**src/design/fixed_point_atan2_approx_defines.svh**
```systemverilog
// Assertion macros shared by the atan2 pipeline.
`ifndef FIXED_POINT_ATAN2_APPROX_DEFINES_SVH
`define FIXED_POINT_ATAN2_APPROX_DEFINES_SVH

// Same-cycle implication, sampled on clk, off while rst_n is low.
`define FPA_ASSERT_IMPL(label, ante, cons) \
    label: assert property (@(posedge clk) disable iff (!rst_n) (ante) |-> (cons)) \
        else $error("fpa: assertion failed");

// Next-cycle implication, sampled on clk, off while rst_n is low.
`define FPA_ASSERT_NEXT(label, ante, cons) \
    label: assert property (@(posedge clk) disable iff (!rst_n) (ante) |=> (cons)) \
        else $error("fpa: assertion failed");

`endif

```
**src/design/fpa_pkg.sv**
```systemverilog
// Constants, codes and types shared by the atan2 pipeline and its channels.
package fpa_pkg;

    // Field widths of the channels.
    localparam int FIELD_W      = 18;
    localparam int ANGLE_W      = 17;
    localparam int IN_WIDTH_DEF = 18;

    // Ratio and cubic term arithmetic.
    localparam int FRAC         = 14;
    localparam int QW           = FRAC + 1;
    localparam int N_W          = QW + 1;
    localparam int SQ_W         = 2 * FRAC + 1;
    localparam int U_W          = FRAC + 2;
    localparam int CUBE_SHIFT   = 13;
    localparam int CUBE_ROUND   = (1 << CUBE_SHIFT) - 1;
    localparam int RECIP_W      = 16;
    localparam int RECIP_SHIFT  = 19;
    localparam int PROD_W       = U_W + RECIP_W;
    localparam int CMAG_W       = 12;
    localparam int CUBIC_STAGES = 6;

    // Reciprocal of nine, exact floor for every dividend up to 2^15.
    localparam logic [RECIP_W-1:0] RECIP9 = RECIP_W'(58255);

    // Angle offsets, 16384 per radian.
    localparam logic signed [ANGLE_W-1:0] PI_Q14      = ANGLE_W'(51472);
    localparam logic signed [ANGLE_W-1:0] HALF_PI_Q14 = ANGLE_W'(25736);

    // Sector codes.
    typedef logic [1:0] sector_t;
    localparam sector_t SECTOR_RIGHT = 2'd0;
    localparam sector_t SECTOR_LEFT  = 2'd1;
    localparam sector_t SECTOR_UP    = 2'd2;
    localparam sector_t SECTOR_DOWN  = 2'd3;

    // Per-item control carried alongside the arithmetic.
    typedef struct packed {
        sector_t sector;
        logic    ypos;
        logic    neg;
        logic    zero;
    } ctl_t;

endpackage

```
**src/design/fpa_if.sv**
```systemverilog
// Valid/ready channel interfaces for the operand pair and the angle result.
interface fpa_in_if;
    logic                                 valid;
    logic                                 ready;
    logic signed [fpa_pkg::FIELD_W-1:0]   y_value;
    logic signed [fpa_pkg::FIELD_W-1:0]   x_value;

    modport source (output valid, output y_value, output x_value, input ready);
    modport sink (input valid, input y_value, input x_value, output ready);
endinterface

interface fpa_out_if;
    logic                                 valid;
    logic                                 ready;
    logic signed [fpa_pkg::ANGLE_W-1:0]   angle;

    modport source (output valid, output angle, input ready);
    modport sink (input valid, input angle, output ready);
endinterface

```
**src/design/fixed_point_atan2_approx.sv**
```systemverilog
// Pipelined fixed-point atan2: operand pair in, phase angle (16384 per radian) out.
//
// Channels: sample carries y_value and x_value, result carries angle; a transfer
// happens on a rising clk edge with valid and ready both high. Only the low
// IN_WIDTH bits of each operand are used, sign-extended.
// The pipeline has 22 register stages: the front stage, then the restoring
// divider, which resolves one quotient bit per stage over 15 stages, then six
// stages for the cubic term (two multiplies, rounding, divide by nine, sum,
// offset). Throughput: one item per cycle while the receiver does not stall.
// Reset (rst_n low, asynchronous) clears every stage valid bit; the pipeline
// comes out of reset empty and ready.
// When the receiver stalls with a result waiting, the whole pipeline holds its
// contents. The front stage still takes one item while it is empty, so an item
// can be accepted while a finished result waits to be taken. Nothing is lost or
// repeated across a stall.
`include "fixed_point_atan2_approx_defines.svh"

module fixed_point_atan2_approx #(
    parameter int IN_WIDTH = fpa_pkg::IN_WIDTH_DEF
) (
    input  logic        clk,
    input  logic        rst_n,
    fpa_in_if.sink      sample,
    fpa_out_if.source   result
);

    localparam int W      = IN_WIDTH;
    localparam int QW     = fpa_pkg::QW;
    localparam int NST    = 1 + QW + fpa_pkg::CUBIC_STAGES;
    localparam int LAST   = NST - 1;
    localparam int C1     = QW + 1;
    localparam int C3     = QW + 3;
    localparam int TR_W   = fpa_pkg::SQ_W + 1;
    localparam logic [QW-1:0] Q_ONE = QW'(1 << fpa_pkg::FRAC);
    localparam logic [fpa_pkg::U_W-1:0] U_MAX = fpa_pkg::U_W'(1 << (fpa_pkg::FRAC + 1));

    // Pipeline control: one valid bit per stage, global advance.
    logic [NST-1:0] v_reg;
    logic [NST-1:0] v_next;
    logic           en;
    logic           fire;

    assign en           = ~v_reg[LAST] | result.ready;
    assign sample.ready = en | ~v_reg[0];
    assign fire         = sample.valid & sample.ready;

    always_comb
    begin
        v_next[0] = en ? fire : (v_reg[0] | fire);
        for (int i = 1; i < NST; i++)
        begin
            v_next[i] = en ? v_reg[i-1] : v_reg[i];
        end
    end

    always_ff @(posedge clk or negedge rst_n)
    begin
        if (!rst_n)
        begin
            v_reg <= '0;
        end
        else
        begin
            v_reg <= v_next;
        end
    end

    // Stage 0: magnitudes, sector selection and divider operands.
    logic [W-1:0]      y_raw;
    logic [W-1:0]      x_raw;
    logic              ysign;
    logic              xsign;
    logic [W-1:0]      ay;
    logic [W-1:0]      ax;
    logic              swap;
    logic [W-1:0]      s0_a_next;
    logic [W-1:0]      s0_b_next;
    fpa_pkg::ctl_t     s0_ctl_next;
    logic [W-1:0]      s0_a_reg;
    logic [W-1:0]      s0_b_reg;
    fpa_pkg::ctl_t     s0_ctl_reg;

    assign y_raw = sample.y_value[W-1:0];
    assign x_raw = sample.x_value[W-1:0];
    assign ysign = y_raw[W-1];
    assign xsign = x_raw[W-1];
    assign ay    = ysign ? (~y_raw + W'(1)) : y_raw;
    assign ax    = xsign ? (~x_raw + W'(1)) : x_raw;
    assign swap  = ay > ax;

    always_comb
    begin
        s0_a_next        = swap ? ax : ay;
        s0_b_next        = swap ? ay : ax;
        s0_ctl_next.zero = (ay == '0) && (ax == '0);
        s0_ctl_next.ypos = ~ysign && (ay != '0);
        s0_ctl_next.neg  = ysign ^ xsign;
        if (swap)
        begin
            s0_ctl_next.sector = ysign ? fpa_pkg::SECTOR_DOWN : fpa_pkg::SECTOR_UP;
        end
        else
        begin
            s0_ctl_next.sector = (~xsign && (ax != '0)) ? fpa_pkg::SECTOR_RIGHT
                                                        : fpa_pkg::SECTOR_LEFT;
        end
    end

    always_ff @(posedge clk)
    begin
        if (fire)
        begin
            s0_a_reg   <= s0_a_next;
            s0_b_reg   <= s0_b_next;
            s0_ctl_reg <= s0_ctl_next;
        end
    end

    // Restoring divider: one quotient bit of (a << 14) / b per stage.
    logic [W-1:0]      div_rem_reg [QW];
    logic [W-1:0]      div_b_reg   [QW];
    logic [QW-1:0]     div_q_reg   [QW];
    fpa_pkg::ctl_t     div_ctl_reg [QW];

    for (genvar j = 0; j < QW; j++)
    begin : g_div
        logic [W-1:0]  rem_in;
        logic [W-1:0]  b_in;
        logic [QW-1:0] q_in;
        fpa_pkg::ctl_t ctl_in;
        logic [W:0]    trial;
        logic          ge;
        logic [W-1:0]  rem_next;
        logic [QW-1:0] q_next;

        if (j == 0)
        begin : g_first
            assign rem_in = s0_a_reg;
            assign b_in   = s0_b_reg;
            assign q_in   = '0;
            assign ctl_in = s0_ctl_reg;
            assign trial  = {1'b0, rem_in};
        end
        else
        begin : g_rest
            assign rem_in = div_rem_reg[j-1];
            assign b_in   = div_b_reg[j-1];
            assign q_in   = div_q_reg[j-1];
            assign ctl_in = div_ctl_reg[j-1];
            assign trial  = {rem_in, 1'b0};
        end

        assign ge       = trial >= {1'b0, b_in};
        assign rem_next = ge ? W'(trial - {1'b0, b_in}) : trial[W-1:0];
        assign q_next   = {q_in[QW-2:0], ge};

        always_ff @(posedge clk)
        begin
            if (en)
            begin
                div_rem_reg[j] <= rem_next;
                div_b_reg[j]   <= b_in;
                div_q_reg[j]   <= q_next;
                div_ctl_reg[j] <= ctl_in;
            end
        end
    end

    // Cubic stage 1: signed ratio and its square.
    logic [QW-1:0]                    q_fin;
    logic signed [fpa_pkg::N_W-1:0]   q_s;
    logic [2*QW-1:0]                  sq_full;
    logic signed [fpa_pkg::N_W-1:0]   c1_n_next;
    logic [fpa_pkg::SQ_W-1:0]         c1_sq_next;
    logic signed [fpa_pkg::N_W-1:0]   c1_n_reg;
    logic [QW-1:0]                    c1_m_reg;
    logic [fpa_pkg::SQ_W-1:0]         c1_sq_reg;
    fpa_pkg::ctl_t                    c1_ctl_reg;

    assign q_fin      = div_q_reg[QW-1];
    assign q_s        = {1'b0, q_fin};
    assign c1_n_next  = div_ctl_reg[QW-1].neg ? -q_s : q_s;
    assign sq_full    = q_fin * q_fin;
    assign c1_sq_next = sq_full[fpa_pkg::SQ_W-1:0];

    always_ff @(posedge clk)
    begin
        if (en)
        begin
            c1_n_reg   <= c1_n_next;
            c1_m_reg   <= q_fin;
            c1_sq_reg  <= c1_sq_next;
            c1_ctl_reg <= div_ctl_reg[QW-1];
        end
    end

    // Cubic stage 2: (n*n >> 14) * |n|.
    logic [QW-1:0]                    p_sq;
    logic [2*QW-1:0]                  t_full;
    logic [fpa_pkg::SQ_W-1:0]         c2_t_next;
    logic [fpa_pkg::SQ_W-1:0]         c2_t_reg;
    logic signed [fpa_pkg::N_W-1:0]   c2_n_reg;
    fpa_pkg::ctl_t                    c2_ctl_reg;

    assign p_sq      = c1_sq_reg[fpa_pkg::SQ_W-1:fpa_pkg::FRAC];
    assign t_full    = p_sq * c1_m_reg;
    assign c2_t_next = t_full[fpa_pkg::SQ_W-1:0];

    always_ff @(posedge clk)
    begin
        if (en)
        begin
            c2_t_reg   <= c2_t_next;
            c2_n_reg   <= c1_n_reg;
            c2_ctl_reg <= c1_ctl_reg;
        end
    end

    // Cubic stage 3: shift by 13, rounding up in magnitude for a negative ratio.
    logic [TR_W-1:0]                  t_round;
    logic [fpa_pkg::U_W-1:0]          c3_u_next;
    logic [fpa_pkg::U_W-1:0]          c3_u_reg;
    logic signed [fpa_pkg::N_W-1:0]   c3_n_reg;
    fpa_pkg::ctl_t                    c3_ctl_reg;

    assign t_round   = c2_ctl_reg.neg ? ({1'b0, c2_t_reg} + TR_W'(fpa_pkg::CUBE_ROUND))
                                      : {1'b0, c2_t_reg};
    assign c3_u_next = t_round[fpa_pkg::CUBE_SHIFT+fpa_pkg::U_W-1:fpa_pkg::CUBE_SHIFT];

    always_ff @(posedge clk)
    begin
        if (en)
        begin
            c3_u_reg   <= c3_u_next;
            c3_n_reg   <= c2_n_reg;
            c3_ctl_reg <= c2_ctl_reg;
        end
    end

    // Cubic stage 4: divide by nine through the reciprocal.
    logic [fpa_pkg::PROD_W-1:0]       c4_prod_next;
    logic [fpa_pkg::PROD_W-1:0]       c4_prod_reg;
    logic signed [fpa_pkg::N_W-1:0]   c4_n_reg;
    fpa_pkg::ctl_t                    c4_ctl_reg;

    assign c4_prod_next = fpa_pkg::PROD_W'(c3_u_reg) * fpa_pkg::PROD_W'(fpa_pkg::RECIP9);

    always_ff @(posedge clk)
    begin
        if (en)
        begin
            c4_prod_reg <= c4_prod_next;
            c4_n_reg    <= c3_n_reg;
            c4_ctl_reg  <= c3_ctl_reg;
        end
    end

    // Cubic stage 5: r = n - cubic(n), cubic term signed like n.
    logic [fpa_pkg::CMAG_W-1:0]           cmag;
    logic signed [fpa_pkg::ANGLE_W-1:0]   cmag_s;
    logic signed [fpa_pkg::ANGLE_W-1:0]   cube;
    logic signed [fpa_pkg::ANGLE_W-1:0]   n_ext;
    logic signed [fpa_pkg::ANGLE_W-1:0]   c5_r_next;
    logic signed [fpa_pkg::ANGLE_W-1:0]   c5_r_reg;
    fpa_pkg::ctl_t                        c5_ctl_reg;

    assign cmag      = c4_prod_reg[fpa_pkg::RECIP_SHIFT+fpa_pkg::CMAG_W-1:fpa_pkg::RECIP_SHIFT];
    assign cmag_s    = fpa_pkg::ANGLE_W'(cmag);
    assign cube      = c4_ctl_reg.neg ? -cmag_s : cmag_s;
    assign n_ext     = fpa_pkg::ANGLE_W'(c4_n_reg);
    assign c5_r_next = n_ext - cube;

    always_ff @(posedge clk)
    begin
        if (en)
        begin
            c5_r_reg   <= c5_r_next;
            c5_ctl_reg <= c4_ctl_reg;
        end
    end

    // Stage 6: sector offsets and the all-zero case; output register.
    logic signed [fpa_pkg::ANGLE_W-1:0]   angle_next;
    logic signed [fpa_pkg::ANGLE_W-1:0]   angle_reg;

    always_comb
    begin
        case (c5_ctl_reg.sector)
            fpa_pkg::SECTOR_RIGHT:
            begin
                angle_next = c5_r_reg;
            end
            fpa_pkg::SECTOR_LEFT:
            begin
                angle_next = c5_ctl_reg.ypos ? (c5_r_reg + fpa_pkg::PI_Q14)
                                             : (c5_r_reg - fpa_pkg::PI_Q14);
            end
            fpa_pkg::SECTOR_UP:
            begin
                angle_next = fpa_pkg::HALF_PI_Q14 - c5_r_reg;
            end
            fpa_pkg::SECTOR_DOWN:
            begin
                angle_next = -c5_r_reg - fpa_pkg::HALF_PI_Q14;
            end
            default:
            begin
                angle_next = c5_r_reg;
            end
        endcase
        if (c5_ctl_reg.zero)
        begin
            angle_next = '0;
        end
    end

    always_ff @(posedge clk)
    begin
        if (en)
        begin
            angle_reg <= angle_next;
        end
    end

    assign result.valid = v_reg[LAST];
    assign result.angle = angle_reg;

    // Checks on the pipeline's own arithmetic and stall handling.
    `FPA_ASSERT_IMPL(a_angle_range, result.valid, (result.angle <= fpa_pkg::PI_Q14) && (result.angle >= -fpa_pkg::PI_Q14))
    `FPA_ASSERT_IMPL(a_quot_bound, v_reg[QW] && !div_ctl_reg[QW-1].zero, div_q_reg[QW-1] <= Q_ONE)
    `FPA_ASSERT_IMPL(a_round_bound, v_reg[C3] && !c3_ctl_reg.zero, c3_u_reg <= U_MAX)
    `FPA_ASSERT_NEXT(a_front_hold, v_reg[0] && !en && v_reg[C1 - QW - 1], v_reg[0])

endmodule
```
**src/flat_wrapper.sv**
```systemverilog
// flat-port wrapper written by rule: the top's interface ports become plain ports
module fixed_point_atan2_approx_flat 
#(
    parameter int IN_WIDTH = fpa_pkg::IN_WIDTH_DEF
)
  (clk, rst_n, sample_valid, sample_y_value, sample_x_value, sample_ready, result_valid, result_angle, result_ready);
  fpa_in_if sample_i ();
  fpa_out_if result_i ();
  input  logic clk;
  input  logic rst_n;
  input wire logic [$bits(sample_i.valid)-1:0] sample_valid;
  input wire logic [$bits(sample_i.y_value)-1:0] sample_y_value;
  input wire logic [$bits(sample_i.x_value)-1:0] sample_x_value;
  output wire logic [$bits(sample_i.ready)-1:0] sample_ready;
  output wire logic [$bits(result_i.valid)-1:0] result_valid;
  output wire logic [$bits(result_i.angle)-1:0] result_angle;
  input wire logic [$bits(result_i.ready)-1:0] result_ready;
  assign sample_i.valid = sample_valid;
  assign sample_i.y_value = sample_y_value;
  assign sample_i.x_value = sample_x_value;
  assign sample_ready = sample_i.ready;
  assign result_valid = result_i.valid;
  assign result_angle = result_i.angle;
  assign result_i.ready = result_ready;
  fixed_point_atan2_approx #(.IN_WIDTH(IN_WIDTH)) u_core (.clk(clk), .rst_n(rst_n), .sample(sample_i), .result(result_i));
endmodule
```
**config.mk**
```make
export PLATFORM = sky130hd
export DESIGN_NAME = fixed_point_atan2_approx_flat
export DESIGN_NICKNAME = d
export VERILOG_FILES = /design/src/design/fpa_pkg.sv /design/src/design/fpa_if.sv /design/src/design/fixed_point_atan2_approx.sv /design/src/flat_wrapper.sv
export VERILOG_INCLUDE_DIRS = /design/src /design/src/design
export SDC_FILE = /design/constraint.sdc
export NUM_CORES = 2
export LEC_CHECK = 0
export BUFFER_PORTS_ARGS = -buffer_cell sky130_fd_sc_hd__buf_2
export CAP_MARGIN = 25
export CORE_ASPECT_RATIO = 0.8
export CORE_MARGIN = 10
export CORE_UTILIZATION = 55
export CTS_CLUSTER_DIAMETER = 40
export DETAILED_ROUTE_END_ITERATION = 12
export GPL_TIMING_DRIVEN = 0
export PLACE_DENSITY = 0.81
export SETUP_SLACK_MARGIN = 0.02
export SKIP_LAST_GASP = 1
export SYNTH_ARGS = -nofsm -noshare
export SYNTH_HDL_FRONTEND = slang
export SYNTH_SLANG_ARGS = --single-unit
```
**constraint.sdc**
```tcl
create_clock -name clk -period 38.1 [get_ports clk]
set_input_delay 5.715 -clock clk [delete_from_list [all_inputs] [get_ports clk]]
set_output_delay 5.715 -clock clk [all_outputs]
set_load 0.02 [all_outputs]
```
==> After elaboration in Yosys (flattened, before gate mapping) <==
Memory sizes are Yosys's and may differ from the RTL's.
Index checks and enable logic that the tools add are counted.
{ "totals": {"output_inout_bits": 19, "ram_bits": 840, "input_bits": 40, "wordCells": 140, "memories": 4, "reg_bits": 305} }
{ "mem_list": {"columns": ["name", "depth", "word_bits", "rd", "rd_clocked_by_memory_dff", "write_ports", "line_no", "rtl"], "rows": [
  ["u_core.div_b_reg", 15, 18, 14, 0, 15, "fixed_point_atan2_approx.sv:121", "logic [W-1:0] div_b_reg [QW];"],
  ["u_core.div_rem_reg", 15, 18, 14, 0, 15, "fixed_point_atan2_approx.sv:120", "logic [W-1:0] div_rem_reg [QW];"],
  ["u_core.div_q_reg", 15, 15, 15, 0, 15, "fixed_point_atan2_approx.sv:122", "logic [QW-1:0] div_q_reg [QW];"],
  ["u_core.div_ctl_reg", 15, 5, 15, 0, 15, "fixed_point_atan2_approx.sv:123", "fpa_pkg::ctl_t div_ctl_reg [QW];"]
]} }
{ "op_classes": {"mul": 3, "reduce_logical": 8, "n_mux": 30, "eq_ne": 3, "add_sub_neg": 26, "n_lt_le_gt_ge": 16, "bitwise_logic": 11} }
{ "ops": {"columns": ["op", "n"], "rows": [
  ["18-bit two-way mux", 19],
  ["18-bit subtractor", 15],
  ["19-bit by 18-bit greater-or-equal comparator with 1-bit output", 14],
  ["17-bit one-hot mux with 4 select lines", 1],
  ["15-bit by 15-bit multiplier with 29-bit output", 2],
  ["18-bit by 1-bit adder with 18-bit output (second input constant)", 2],
  ["18-bit zero test", 2],
  ["18-bit NOT", 2],
  ["18-bit nonzero test", 2],
  ["17-bit two-way mux", 2],
  ["16-bit by 16-bit multiplier with 31-bit output (second input constant)", 1],
  ["29-bit by 13-bit adder with 29-bit output (second input constant)", 1],
  ["29-bit two-way mux", 1],
  ["18-bit greater-or-equal comparator", 1],
  ["18-bit > comparator", 1],
  ["17-bit adder (second input constant)", 1],
  ["12-bit negator with 17-bit output", 1],
  ["17-bit negator", 1],
  ["16-bit by 17-bit subtractor with 17-bit output", 1],
  ["16-bit by 17-bit subtractor with 17-bit output (first input constant)", 1],
  ["17-bit by 16-bit subtractor with 17-bit output (second input constant)", 1],
  ["17-bit subtractor (second input constant)", 1],
  ["15-bit negator with 16-bit output", 1],
  ["15-bit two-way mux", 1],
  ["other kinds (10)", 22]
]} }

==> Depth between registers and ports, before layout <==
{ "depth": {"ltp_word": 7, "mapped_depth": 26, "mapped_depth_nobuf": 24} }

==> Worst setup path before layout <==
Ideal clock, no wire load.
{ "synth_timing": {"kind": "input port to flip-flop", "startpoint": "input port result_ready", "endpoint": "register, netlist name u_core.c1_ctl_reg[0]", "path_buffers": 1, "setup_ns": 1.629, "t_required_ns": 36.471, "arrival_time_ns": 30.474, "slack_ns": 5.997, "stages": 3, "path_cell_list": "nor2b_1 > inv_1 > clkbuf_1"} }
{ "synth_between": {"elab_chain_len": 1} }
{ "synth_lines": {"columns": ["item", "line_no", "rtl"], "rows": [
  ["start, declared", "flat_wrapper.sv:17", "input wire logic [$bits(result_i.ready)-1:0] result_ready;"],
  ["1-bit OR", "fixed_point_atan2_approx.sv:43", "assign en = ~v_reg[LAST] | result.ready;"]
]} }
No other way between the ends.
A chain may end at the register's enable or synchronous reset.

==> Worst setup path after layout <==
{ "layout_timing": {"startpoint": "input port result_ready", "endpoint": "output port sample_ready"} }
{ "layout_between": {"elab_chain_len": 2} }
{ "layout_lines": {"columns": ["item", "line_no", "rtl"], "rows": [
  ["1-bit OR", "fixed_point_atan2_approx.sv:43", null],
  ["1-bit OR", "fixed_point_atan2_approx.sv:44", "assign sample.ready = en | ~v_reg[0];"],
  ["end, declared", "flat_wrapper.sv:14", "output wire logic [$bits(sample_i.ready)-1:0] sample_ready;"]
]} }
No other way between the ends.

==> out/metrics.yaml <==
status: "finished clean"
ctsHtreeMaxLevel: 3
first_pass_iters: 6
path_max_fanout: 4
cts_hold_buf: 0
async_flop_share: 0.0227
synth_top_area_frac: 0.432
io-pin-count: 59
synth_area_um2: 65900
track_usage: 0.208
synth.distinct_cells: 101
drcViolationCount: 0
die_area_um2: 134000
syn2layout_area_growth_pct: 9.68
instances_no_fill: 7626
hold_violations: 0
fin_skew_ns: 0.0383
drt_iter0_drc: 3361
cts_tree: "built"
cts.sinks: 970
antenna_found_initial: 2
dpl.cell_count: 7428
row_count: 113
clkLatencyLatePin_ns: 0.73
drive_gt1_frac: 0.0776
setup_viol: 0
tightest_slew_ns: 1.04
root_buffer: "clkbuf_16"
cts_made_buffers: 107
crit_required_ns: 32.38
yosysSeqAreaShare: 0.440
start_util: 0.554
hold_path_startpoint: "u_core.div_q_reg[0][92]"
die_height_um: 330
synth-edff-count: 948
layout.nets: 6963
grt_pass1_vias: 43600
grt_max_degree: 76
final-max-slew-violation-count: 0
post-dp-hpwl_mm: 106
final_util: 0.608
min_path_type: "reg -> reg"
maxSlewHeadroom: 0.299
min_period_over_period: 0.317
yosysTopAreaCell: "edfxtp_1"
gp_congestion: 0.914
ant_nets: 0
setup-tns-final_ns: 0
max_freq_mhz: 82.9
drv_cap: 0
cts-resized-gates: 0
syn_avg_cell_area_um2: 11.5
fp.dieW_um: 407
synthCells: 5747
gr-total-overflow: 0
vias: 42900
grt_pass1_wl_mm: 227
yosys-top-cells-count: "edfxtp_1 (948), inv_1 (904), ha_1 (609), nand2_1 (416), fa_1 (387)"
wl_per_cell_um: 18.2
viasPerCell: 5.63
startpoint_type: "input port"
synthesis.nets: 6783
clkTransAtPathRegs_ns: 0.06
numPortBuffers: 57
ys.flop_type: "edfxtp_1"
routed_wl_mm: 139
ctsLongestPathBuffers: 3
synth.most_common_cell: "edfxtp_1"
ys_warn_count: 0
worstSetupPathType: "in -> out"
post_cts_buffers: 0
coreArea_um2: 119000
finalCriticalPeriod_ns: 12.06
ys_ff_latch: 970
cp.arrival_ns: 6.35
cp-end-kind: "primary output"
synthTopCellsByArea: "edfxtp_1 (43%), fa_1 (12%), ha_1 (12%), inv_1 (5.1%), xnor2_1 (3.2%)"
timing.rr.start: "u_core.div_q_reg[1][95]"
rsz0062_at_grt: "no"
startpoint: "result_ready"
-- cell type report --
class / instances / area [um2]
well taps: 1610 / 2010
plain buffers: 109 / 444
repair buffers: 71 / 663
flip-flops and latches: 970 / 29000
clock buffers: 128 / 2850
diodes: 1 / 2.50
clock inverters: 69 / 843
multi-input cells: 3759 / 33000
fillers: 9187 / 46600
inverters: 909 / 3410
-- stage by stage --
stage | setup slack, ns | area [um2] | hold WS [ns]
detailed placement | 26.05 | 68600 | 0.405
CTS | 26.02 | 72300 | 0.400
finish | 26.04 | 72300 | 0.403
global route | 25.94 | 72300 | 0.415
global placement | -2.19 | 68200 | 0.400
floorplan | 6.00 | 65900 | 0.400
-- cells in the final DEF, fill, tap and decap left out, types with 29 or more instances in the layout --
cell type,n
nand3_1,75
and2_1,182
ha_1,609
nor2_1,240
o21ai_0,208
o31ai_1,29
xnor2_1,243
a211oi_1,46
fa_1,387
nand2_1,416
clkbuf_1,106
buf_2,67
a21oi_1,263
nor2b_1,66
inv_1,904
clkbuf_16,110
nand4_1,46
nor3_1,78
mux2_2,127
xor2_1,104
o21a_1,68
or3_1,40
edfxtp_1,948
nand2b_1,52
a21o_1,83
mux2i_1,32
-- routing by layer --
metal,up-vias,track usage,part of all wire
li1,20300,-,-
met1,21100,0.283,0.44
met2,1330,0.339,0.47
met3,274,0.0363,0.064
met4,2,0.0645,0.028
met5,-,0,0.00013
-- path summary, 6_finish.rpt --
| kind | slack (ns) | to | cells after the start |
|---|---|---|---|
| worst min-delay path | 0.40 | u_core.div_q_reg[0][108] | 0 |
| worst max register to register | 30.52 | u_core.c1_sq_reg[26] | 22 |
| worst min register to register | 0.40 | u_core.div_q_reg[0][108] | 0 |
| max in group asynchronous | 32.81 | u_core.v_reg[19] | 1 |
| min in group asynchronous | 4.95 | u_core.v_reg[3] | 1 |
| worst max-delay path | 26.04 | sample_ready | 4 |
-- cells by family (layout without fill, tap and decap cells) --
| group | after synthesis | after routing | synth area share |
|---|---|---|---|
| flip-flops | 970 | 970 | 0.440 |
| AO/OA/AOI/OAI | 922 | 922 | 0.0912 |
| buffers and inverters | 1018 | 1286 | 0.0585 |
| other | 0 | 1 | 0 |
| AND/OR/NAND/NOR | 1305 | 1305 | 0.0982 |
| XOR/XNOR | 348 | 348 | 0.0464 |
| multiplexers | 188 | 188 | 0.0323 |
| adder cells (fa/ha/maj) | 996 | 996 | 0.233 |
-- worst max-delay path, cell delays in order --
cell and delay (ns):
buf_2 0.10, nor2b_1 0.23, nand2_1 0.13, buf_2 0.18
Power is not shown: default switching activity piles up to over one toggle a cycle in this logic, so the estimate is an artifact.
